==> src/rtl/ppd_pkg.sv <==
// Package for the pixel polarisation demodulator.
// Holds item types, table geometry, divider sizes and the leak coefficients.
// No dependencies.
package ppd_pkg;

    localparam int GRID_SIZE  = 32;
    localparam int GRID_W     = $clog2(GRID_SIZE);
    localparam int MAX_FRAMES = 8;
    localparam int FRAME_W    = 3;
    localparam int TBL_AW     = 2 * GRID_W + 2 + FRAME_W;
    localparam int TBL_DEPTH  = 2 ** TBL_AW;

    // Grid position numerator width: GRID*(2x+1) + dim
    localparam int AX_W = 13 + 1 + GRID_W;

    localparam int DIV_NW = 48;
    localparam int DIV_DW = 26;
    localparam int DIV_CW = $clog2(DIV_NW + 1);

    localparam logic [1:0] CFG_OUTPUT_MODE  = 2'd0;
    localparam logic [2:0] CFG_IDX_OMODE    = 3'd0;
    localparam logic [2:0] CFG_IDX_LMODE    = 3'd1;
    localparam logic [2:0] CFG_IDX_FCOUNT   = 3'd2;
    localparam logic [2:0] CFG_IDX_WIDTH    = 3'd3;
    localparam logic [2:0] CFG_IDX_HEIGHT   = 3'd4;

    localparam logic [1:0] LEAK_NONE  = 2'd0;
    localparam logic [1:0] LEAK_CONST = 2'd1;
    localparam logic [1:0] LEAK_POLY  = 2'd2;

    localparam logic [1:0] OMODE_ZERO = 2'd0;
    localparam logic [1:0] OMODE_IQUV = 2'd1;

    localparam logic REQ_WRITE  = 1'b0;
    localparam logic REQ_SAMPLE = 1'b1;

    typedef struct packed {
        logic                req_type;
        logic [14:0]         table_index;
        logic signed [31:0]  table_value;
        logic [11:0]         pixel_x;
        logic [11:0]         pixel_y;
        logic [2:0]          frame_number;
        logic signed [23:0]  sample;
        logic                last_frame;
    } t_in_item;

    typedef struct packed {
        logic [1:0]          pol_index;
        logic signed [31:0]  value;
        logic                last;
    } t_out_item;

    typedef struct packed {
        logic [DIV_NW-1:0] num;
        logic [DIV_DW-1:0] den;
    } t_div_req;

    // Leak coefficients, Q.28. u selects the U row; const mode uses a single term.
    function automatic logic signed [20:0] leak_coef(input logic u, input logic poly,
                                                     input logic [2:0] k);
        logic signed [20:0] c;
        c = 21'sd0;
        if (!poly) begin
            c = u ? 21'sd29528 : 21'sd57714;
        end else begin
            case (k)
                3'd0:    c = u ? -21'sd31686  : 21'sd548;
                3'd1:    c = u ?  21'sd31899  : 21'sd32320;
                3'd2:    c = u ?  21'sd62642  : 21'sd71235;
                3'd3:    c = u ? -21'sd306388 : -21'sd159919;
                3'd4:    c = u ? -21'sd936783 : -21'sd700224;
                default: c = 21'sd0;
            endcase
        end
        return c;
    endfunction

endpackage

==> src/rtl/ppd_div.sv <==
// Restoring divider for the demodulator: one quotient bit per cycle.
// Depends on ppd_pkg for the operand widths and request type.
module ppd_div import ppd_pkg::*; (
    input  logic              i_clk,
    input  logic              i_rst_n,
    input  logic              i_start,
    input  t_div_req          i_req,
    output logic              o_done,
    output logic [DIV_NW-1:0] o_quo
);

    logic [DIV_DW-1:0] r_rem;
    logic [DIV_DW-1:0] r_den;
    logic [DIV_NW-1:0] r_quo;
    logic [DIV_CW-1:0] r_cnt;
    logic              r_busy;
    logic              r_done;

    logic [DIV_DW:0]   trial;
    logic [DIV_DW:0]   diff;
    logic              ge;

    assign trial = {r_rem, r_quo[DIV_NW-1]};
    assign ge    = trial >= {1'b0, r_den};
    assign diff  = trial - {1'b0, r_den};

    always_ff @(posedge i_clk) begin
        if (!i_rst_n) begin
            r_busy <= 1'b0;
            r_done <= 1'b0;
            r_cnt  <= '0;
        end else begin
            r_done <= 1'b0;
            if (i_start) begin
                r_rem  <= '0;
                r_den  <= i_req.den;
                r_quo  <= i_req.num;
                r_cnt  <= DIV_CW'(DIV_NW);
                r_busy <= 1'b1;
            end else if (r_busy) begin
                r_rem <= ge ? diff[DIV_DW-1:0] : trial[DIV_DW-1:0];
                r_quo <= {r_quo[DIV_NW-2:0], ge};
                r_cnt <= r_cnt - 1'b1;
                if (r_cnt == DIV_CW'(1)) begin
                    r_busy <= 1'b0;
                    r_done <= 1'b1;
                end
            end
        end
    end

    assign o_done = r_done;
    assign o_quo  = r_quo;

endmodule

==> config.mk <==
export PLATFORM = sky130hd
export DESIGN_NAME = ppd_div
export DESIGN_NICKNAME = d
export VERILOG_FILES = /design/src/rtl/ppd_pkg.sv /design/src/rtl/ppd_div.sv
export SDC_FILE = /design/constraint.sdc
export NUM_CORES = 1
export LEC_CHECK = 0
export BUFFER_PORTS_ARGS = -buffer_cell sky130_fd_sc_hd__buf_4
export CAP_MARGIN = 15
export CELL_PAD_IN_SITES_DETAIL_PLACEMENT = 0
export CELL_PAD_IN_SITES_GLOBAL_PLACEMENT = 1
export CORE_ASPECT_RATIO = 1.2
export CORE_MARGIN = 2
export CORE_UTILIZATION = 44
export DETAILED_ROUTE_END_ITERATION = 12
export PLACE_DENSITY_LB_ADDON = 0.12
export SYNTH_ARGS = -nofsm -noshare
export SYNTH_HDL_FRONTEND = slang
export SYNTH_SLANG_ARGS = --single-unit
==> constraint.sdc <==
create_clock -name i_clk -period 3 [get_ports i_clk]
set_input_delay 0.15 -clock i_clk [delete_from_list [all_inputs] [get_ports i_clk]]
set_output_delay 0.15 -clock i_clk [all_outputs]
set_load 0.01 [all_outputs]
==> flow_summary.toml, run 1 <==
[outcome]
outcome = "finished, final reports clean"

[sta]
grt_setup_unrepaired = "no"
post_route_hold_slack_ns = 0.0832
finalHoldViolCount = 0
worst_slew_pin_slew_ns = 0.719
slew_violations = 0
timing.clock.skew_ns = 0.00999
fmax_ghz = 0.355
timing.max_slew.rel_slack_pct = 52.0
fin_tns_setup_ns = 0
final_number_of_setup_violating_endpoints = 0
min_period_ns = 2.82
final_min_period_over_clock_period_pct = 93.9

[place]
hpwl_um = 9960
gp_routability_congestion = 0.828
numPlacedInstances = 767
port_buffers = 125
place_area_um2 = 7060

[clocking]
cts.sink_count = 108
h_tree_levels = 3
root_buffer = "sky130_fd_sc_hd__clkbuf_16"
clk_transition_reported_paths_ns = 0.07
worst_skew_pair.late_latency_ns = 0.36
max-clock-path-buffers = 2
tritoncts = "yes"
number_of_buffers_inserted_during_clock_tree_synthesis = 9
postCtsSetupRepairBufs = 0

[floorplan]
chipWidth_um = 110
row_count = 46
floorplan.initialDensity_pct = 44.9
io_pins = 126
core_region_area_um2 = 13200
fp.dieArea_um2 = 14400
die_span_y_um = 131

[grt]
groute.layer.met2.usage_pct = 32.0
grt_max_degree = 45
antenna_violations_before_repair = 0
grt.met3_usage_pct = 7.24
global_route_congestion_overflow_total = 0
total_routing_usage_reported_by_global_routing_pct = 19.8
grt_pass1_wl_um = 22200
met1_usage_pct = 23.9
highest_utilization_routing_layer_at_the_global_route_stage = "met2"
number_of_global_route_vias_before_repair = 4541

[min_path]
min_delay_worst_endpoint = "r_cnt[5]"
hold_path_class = "input port to register"
min_from = "i_rst_n"
worstHoldPathCells = 2

[detailed_routing]
drtIter0Drc = 186
detail_route.first_pass.iterations = 4
dr_total_vias = 4261
final_antenna_net_count = 0
post-route-drc-count = 0
totalWireLength_um = 13500
vias_per_cell = 5.27
post_drt_wl_per_cell_um = 16.7

[power]
power.share.clock_pct = 28.4
power_per_cell_area_nw_per_um2 = 544
power.static_leakage_nw = 3.15
power.share.switching_pct = 28.6
flop_pwr_share_pct = 44.9
cellInternalPower_mw = 2.96
peakVddDrop_v = 0.000326
pwr-share-comb_pct = 26.7
switchingPower_mw = 1.18

[cells_and_area]
utilization_pct = 57.9
finalNonFillerCells = 809
layout-drive-gt1-share_pct = 33.9
syn2layout_area_growth_pct = 28.7
nets = 742
fin_area_um2 = 7620
num-fill-cells = 1112
num_antenna_cells = 0

[synthesis]
synth_async_reset_ratio_pct = 0
yosys_warnings = 0
ffs_latches_synth = 108
synth_cell_type_count = 59
synth_area_per_cell_um2 = 12.3
syn-instance-count = 482
ys_dominant_reg_cell = "sky130_fd_sc_hd__edfxtp_1"
synthesis.area_um2 = 5920
synth-edff-count = 100
synth.net_count = 588
synth_sequential_area_ratio_pct = 53.4

[critical_path]
r2r_slack_ns = 0.18
timing.critical_path.required_ns = 3.17
r2r_end = "r_rem[20]"
critical_path_depth = 12
critical_path_peak_fanout = 4
worstPathCellList = "inv_1 -> ha_1 -> inv_1 -> fa_1 -> a21oi_1 -> o211ai_1 -> a31oi_2 -> o21bai_2 -> a21oi_1 -> o21ai_1 -> xnor2_1 -> o31ai_1"
cp.buffers_inverters = 2
worstSetupPathType = "register to register"
critPathMaxStageDelay_ns = 0.41
slowest_cell_on_the_critical_path = "sky130_fd_sc_hd__fa_1"
worst_path_dominant_cell_family = "compound AO/OA/AOI/OAI gates"
regToRegStartpoint = "o_quo[47]"
worst-endpoint-arrival_ns = 2.99
critical_path.startpoint_type = "register"
worst_r2r_path_depth = 12
critPathCaptureType = "register"

[run]
max_cap_viol_count = 0
-- placed cells by master, fill, tap and decap left out, drive strengths merged, types with 6 or more instances in the layout --
master         n
xor2          10
inv           39
nand2         25
dfxtp          8
nor2          39
xnor2         16
nand3         10
a21o           9
edfxtp       100
buf          139
a21boi         6
ha            28
dlygate4sd3   26
nand4          9
mux2i         22
a21oi         29
o21ai         11
clkbuf        12
mux2          47
-- sequential cells by signal, indices dropped and copies added (netlist names) --
register and flops:
o_done 1, o_quo 48, r_busy 1, r_cnt 6, r_den 26, r_rem 26
-- Yosys cell counts, types with 5 or more instances --
library cell / count / area (um^2)
sky130_fd_sc_hd__xor2_1: 10 / 87.6
sky130_fd_sc_hd__nand4_1: 9 / 56.3
sky130_fd_sc_hd__o21ai_0: 8 / 40.0
sky130_fd_sc_hd__buf_2: 7 / 35.0
sky130_fd_sc_hd__mux2i_1: 22 / 220
sky130_fd_sc_hd__edfxtp_1: 100 / 3000
sky130_fd_sc_hd__clkbuf_1: 6 / 22.5
sky130_fd_sc_hd__dfxtp_1: 8 / 160
sky130_fd_sc_hd__a21o_1: 9 / 67.6
sky130_fd_sc_hd__mux2_2: 47 / 529
sky130_fd_sc_hd__nor2_1: 39 / 146
sky130_fd_sc_hd__a21boi_0: 5 / 37.5
sky130_fd_sc_hd__xnor2_1: 16 / 140
sky130_fd_sc_hd__nand2_1: 25 / 93.8
sky130_fd_sc_hd__ha_1: 28 / 350
sky130_fd_sc_hd__o21a_1: 5 / 37.5
sky130_fd_sc_hd__nand3_1: 10 / 50.1
sky130_fd_sc_hd__inv_1: 37 / 139
sky130_fd_sc_hd__a21oi_1: 26 / 130
-- how the worst max path moves through the flow --
stage | from | to | slack [ns]
after floorplan | o_quo[47] | r_rem[22] | 0.22
after global placement | o_quo[47] | r_rem[22] | 0.17
after detailed placement | o_quo[47] | r_rem[22] | 0.12
after CTS | o_quo[47] | r_rem[22] | 0.09
after global routing | o_quo[47] | r_rem[20] | 0.01
final | o_quo[47] | r_rem[20] | 0.18
-- metal layers --
layer / wire length, um / part of all wire [%] / up-vias
met2: 6490 / 48 / 125
met4: 322 / 2.4 / 0
li1: - / - / 2071
met5: 0 / 0 / -
met1: 5700 / 42 / 2045
met3: 1030 / 7.6 / 20
-- power groups by stage --
| stage | clock (mW) | combinational, mW | sequential (mW) |
|---|---|---|---|
| global route | 1.27 | 1.23 | 1.88 |
| floorplan | 0 | 0.742 | 1.90 |
| global placement | 0 | 1.06 | 1.89 |
| detailed placement | 0 | 1.08 | 1.89 |
| finish | 1.18 | 1.11 | 1.86 |
| CTS | 1.20 | 1.11 | 1.86 |
-- what timing repair did --
| action | in CTS | in global routing |
|---|---|---|
| hold endpoints to repair | 26 | 0 |
| resized for setup | 0 | 3 |
| endpoints found under the setup margin | 0 | 4 |
| hold buffers | 26 | 0 |
-- area by class of cell --
class / instances / area (um^2) / area share (%)
well taps: 168 / 210 / 2.76
multi-input cells: 315 / 2500 / 32.7
flip-flops and latches: 108 / 3160 / 41.5
inverters: 37 / 139 / 1.82
clock inverters: 4 / 30.0 / 0.394
clock buffers: 12 / 258 / 3.38
repair buffers: 165 / 1330 / 17.4
-- worst reg2reg max path, delay by kind of cell, from the launching register on --
family | cells | cell delay, ns
AO/OA/AOI/OAI | 7 | 1.39
XOR/XNOR | 1 | 0.14
flip-flops | 1 | 0.39
adder cells (fa/ha/maj) | 2 | 0.58
buffers and inverters | 2 | 0.16
-- through the flow --
stage / power, mW / worst slack, ns
final: 4.15 / 0.184
after global routing: 4.38 / 0.0127
after CTS: 4.18 / 0.0855
after detailed placement: 2.97 / 0.117
after global placement: 2.95 / 0.169
after floorplan: 2.64 / 0.219
-- kinds of logic (layout without fill, tap and decap cells) --
logic type                 count (synthesis)  after routing  share of synthesized area [%]
and+or+nand+nor                          106            106                           8.43
AOI/OAI and AO/OA                         85             85                           10.6
DFF                                      108            108                           53.4
muxes                                     69             69                           12.7
xor gates and xnor gates                  26             26                           3.84
adders and majority gates                 29             29                           6.25
buffers and inverters                     59            218                           4.84
(Power assumes the default switching activity.)
==> inputs of run 2 (changes only) <==
--- a/config.mk
+++ b/config.mk
@@ -13,6 +13,7 @@
 export CORE_MARGIN = 2
 export CORE_UTILIZATION = 44
 export DETAILED_ROUTE_END_ITERATION = 12
+export GPL_TIMING_DRIVEN = 0
 export PLACE_DENSITY_LB_ADDON = 0.12
 export SYNTH_ARGS = -nofsm -noshare
 export SYNTH_HDL_FRONTEND = slang
==> constraint.sdc (replaced) <==
create_clock -name i_clk -period 2.79 [get_ports i_clk]
set_input_delay 0.279 -clock i_clk [delete_from_list [all_inputs] [get_ports i_clk]]
set_output_delay 0.279 -clock i_clk [all_outputs]
set_load 0.01 [all_outputs]
==> flow_summary.toml, run 2 (synthesis gave the netlist of run 1 again) <==
[critical_path]
worstSetupPathType = "register to register"
critPathMaxStageDelay_ns = 0.37
timing.critical_path.required_ns = 2.88
worstPathCellList = "inv_1 -> ha_4 -> buf_6 -> a21oi_2 -> nand2_1 -> o31a_1 -> o31a_4 -> a21boi_4 -> o221a_4 -> buf_12 -> buf_12 -> mux2i_4 -> nor2_1"
critPathCaptureType = "register"
cp.buffers_inverters = 4
worst_path_dominant_cell_family = "compound AO/OA/AOI/OAI gates"
critical_path.startpoint_type = "register"
critical_path_depth = 13
critical_path_peak_fanout = 7
worst-endpoint-arrival_ns = 2.85
slowest_cell_on_the_critical_path = "sky130_fd_sc_hd__edfxtp_1"
worst_r2r_path_depth = 13
critical-path-top-cell-by-count = "sky130_fd_sc_hd__buf_12"

[grt]
total_routing_usage_reported_by_global_routing_pct = 19.8
antenna_violations_before_repair = 0
number_of_global_route_vias_before_repair = 4514
grt_max_degree = 65
global_route_congestion_overflow_total = 0
grt_pass1_wl_um = 22200

[place]
gp_routability_congestion = 0.861
place_area_um2 = 7100
hpwl_um = 9910
port_buffers = 124

[sta]
timing.max_slew.rel_slack_pct = 59.4
slew_violations = 0
fmax_ghz = 0.363
finalHoldViolCount = 0
final_min_period_over_clock_period_pct = 98.8
worst_slew_pin_slew_ns = 0.609
timing.clock.skew_ns = 0.00550
final_number_of_setup_violating_endpoints = 0
grt_setup_unrepaired = "yes"
min_period_ns = 2.76

[detailed_routing]
drtIter0Drc = 175
vias_per_cell = 5.25
post_drt_wl_per_cell_um = 17.4
dr_total_vias = 4272
final_antenna_net_count = 0
post-route-drc-count = 0
detail_route.first_pass.iterations = 4
totalWireLength_um = 14100

[floorplan]
die_span_y_um = 131
fp.dieArea_um2 = 14400
row_count = 46
core_region_area_um2 = 13200
io_pins = 126
floorplan.initialDensity_pct = 44.9
chipWidth_um = 110

[power]
power_per_cell_area_nw_per_um2 = 590
power.static_leakage_nw = 3.21
peakVddDrop_v = 0.000352

[cells_and_area]
num-fill-cells = 1107
fin_area_um2 = 7880
layout-drive-gt1-share_pct = 41.2
syn2layout_area_growth_pct = 33.0
utilization_pct = 59.8
nets = 747
layout_common_cells = "sky130_fd_sc_hd__buf_4, sky130_fd_sc_hd__edfxtp_1, sky130_fd_sc_hd__mux2_2"
num_antenna_cells = 0
final_common_cell = "sky130_fd_sc_hd__buf_4"
max_ffs_per_register = 48

[clocking]
worst_skew_pair.late_latency_ns = 0.36
postCtsHoldBufs = 0
tritoncts = "yes"
root_buffer = "sky130_fd_sc_hd__clkbuf_16"
clk_transition_reported_paths_ns = 0.08
h_tree_levels = 3
number_of_buffers_inserted_during_clock_tree_synthesis = 9
max-clock-path-buffers = 2
cts.sink_count = 108

[min_path]
hold_path_class = "input port to register"
worstHoldPathCells = 1

[outcome]
outcome = "finished, final reports clean"

[run]
max_cap_viol_count = 0
run 2: cell types whose count changed in the layout (fill, tap and decap cells not counted), sizes merged:
cell	previous run	this run
clkinv	1	3
clkinvlp	1	2
clkbuf	12	18
dlygate4sd3	26	0
buf	139	161
run 2: stage by stage:
stage | power, mW | hold WS (ns) | setup TNS, ns | instances | setup WS, ns
after floorplan | 2.84 | 0.378 | 0 | 482 | 0.00874
after global placement | 3.17 | 0.457 | -74.41 | 774 | -0.964
after detailed placement | 3.20 | 0.459 | -3.88 | 775 | -0.484
after CTS | 4.57 | 0.0789 | -0.0421 | 801 | -0.0231
after global routing | 4.88 | 0.0843 | -0.449 | 814 | -0.0591
final | 4.65 | 0.0915 | 0 | 814 | 0.0339
run 2: where the power goes:
part	internal (mW)	switching, mW	total (mW)
clock	0.610	0.623	1.23
combinational	0.731	0.678	1.41
sequential	1.94	0.0693	2.00
total	3.28	1.37	4.65
run 2: routing by layer:
layer  GRT usage (%)  part of all wire (%)  up-vias
met5               0                     0        -
met4            8.09                   2.1        0
met3            7.79                   8.6       21
met2            31.8                    49      131
met1            23.5                    41     2027
li1                -                     -     2093
run 2: worst paths after layout:
path / endpoint / slack, ns / start
max: r_rem[8] / 0.03 / r_den[12]
min: r_den[2] / 0.09 / i_req[2]
max reg2reg: r_rem[8] / 0.03 / r_den[12]
min reg2reg: r_cnt[1] / 0.51 / r_cnt[1]
run 2: layout make-up:
cell class	count	area, um^2	share of cell area, %
flip-flops and latches	108	3160	40.1
multi-input cells	315	2670	33.9
repair buffers	151	1270	16.1
clock buffers	9	225	2.86
well taps	168	210	2.67
plain buffers	19	150	1.91
inverters	37	139	1.76
clock inverters	7	48.8	0.619
run 2: repair_timing:
item,in CTS,in global routing
gates resized for setup,17,33
setup buffers,9,13
endpoints found under the setup margin,23,27
cloned,2,1
pin swaps,7,22
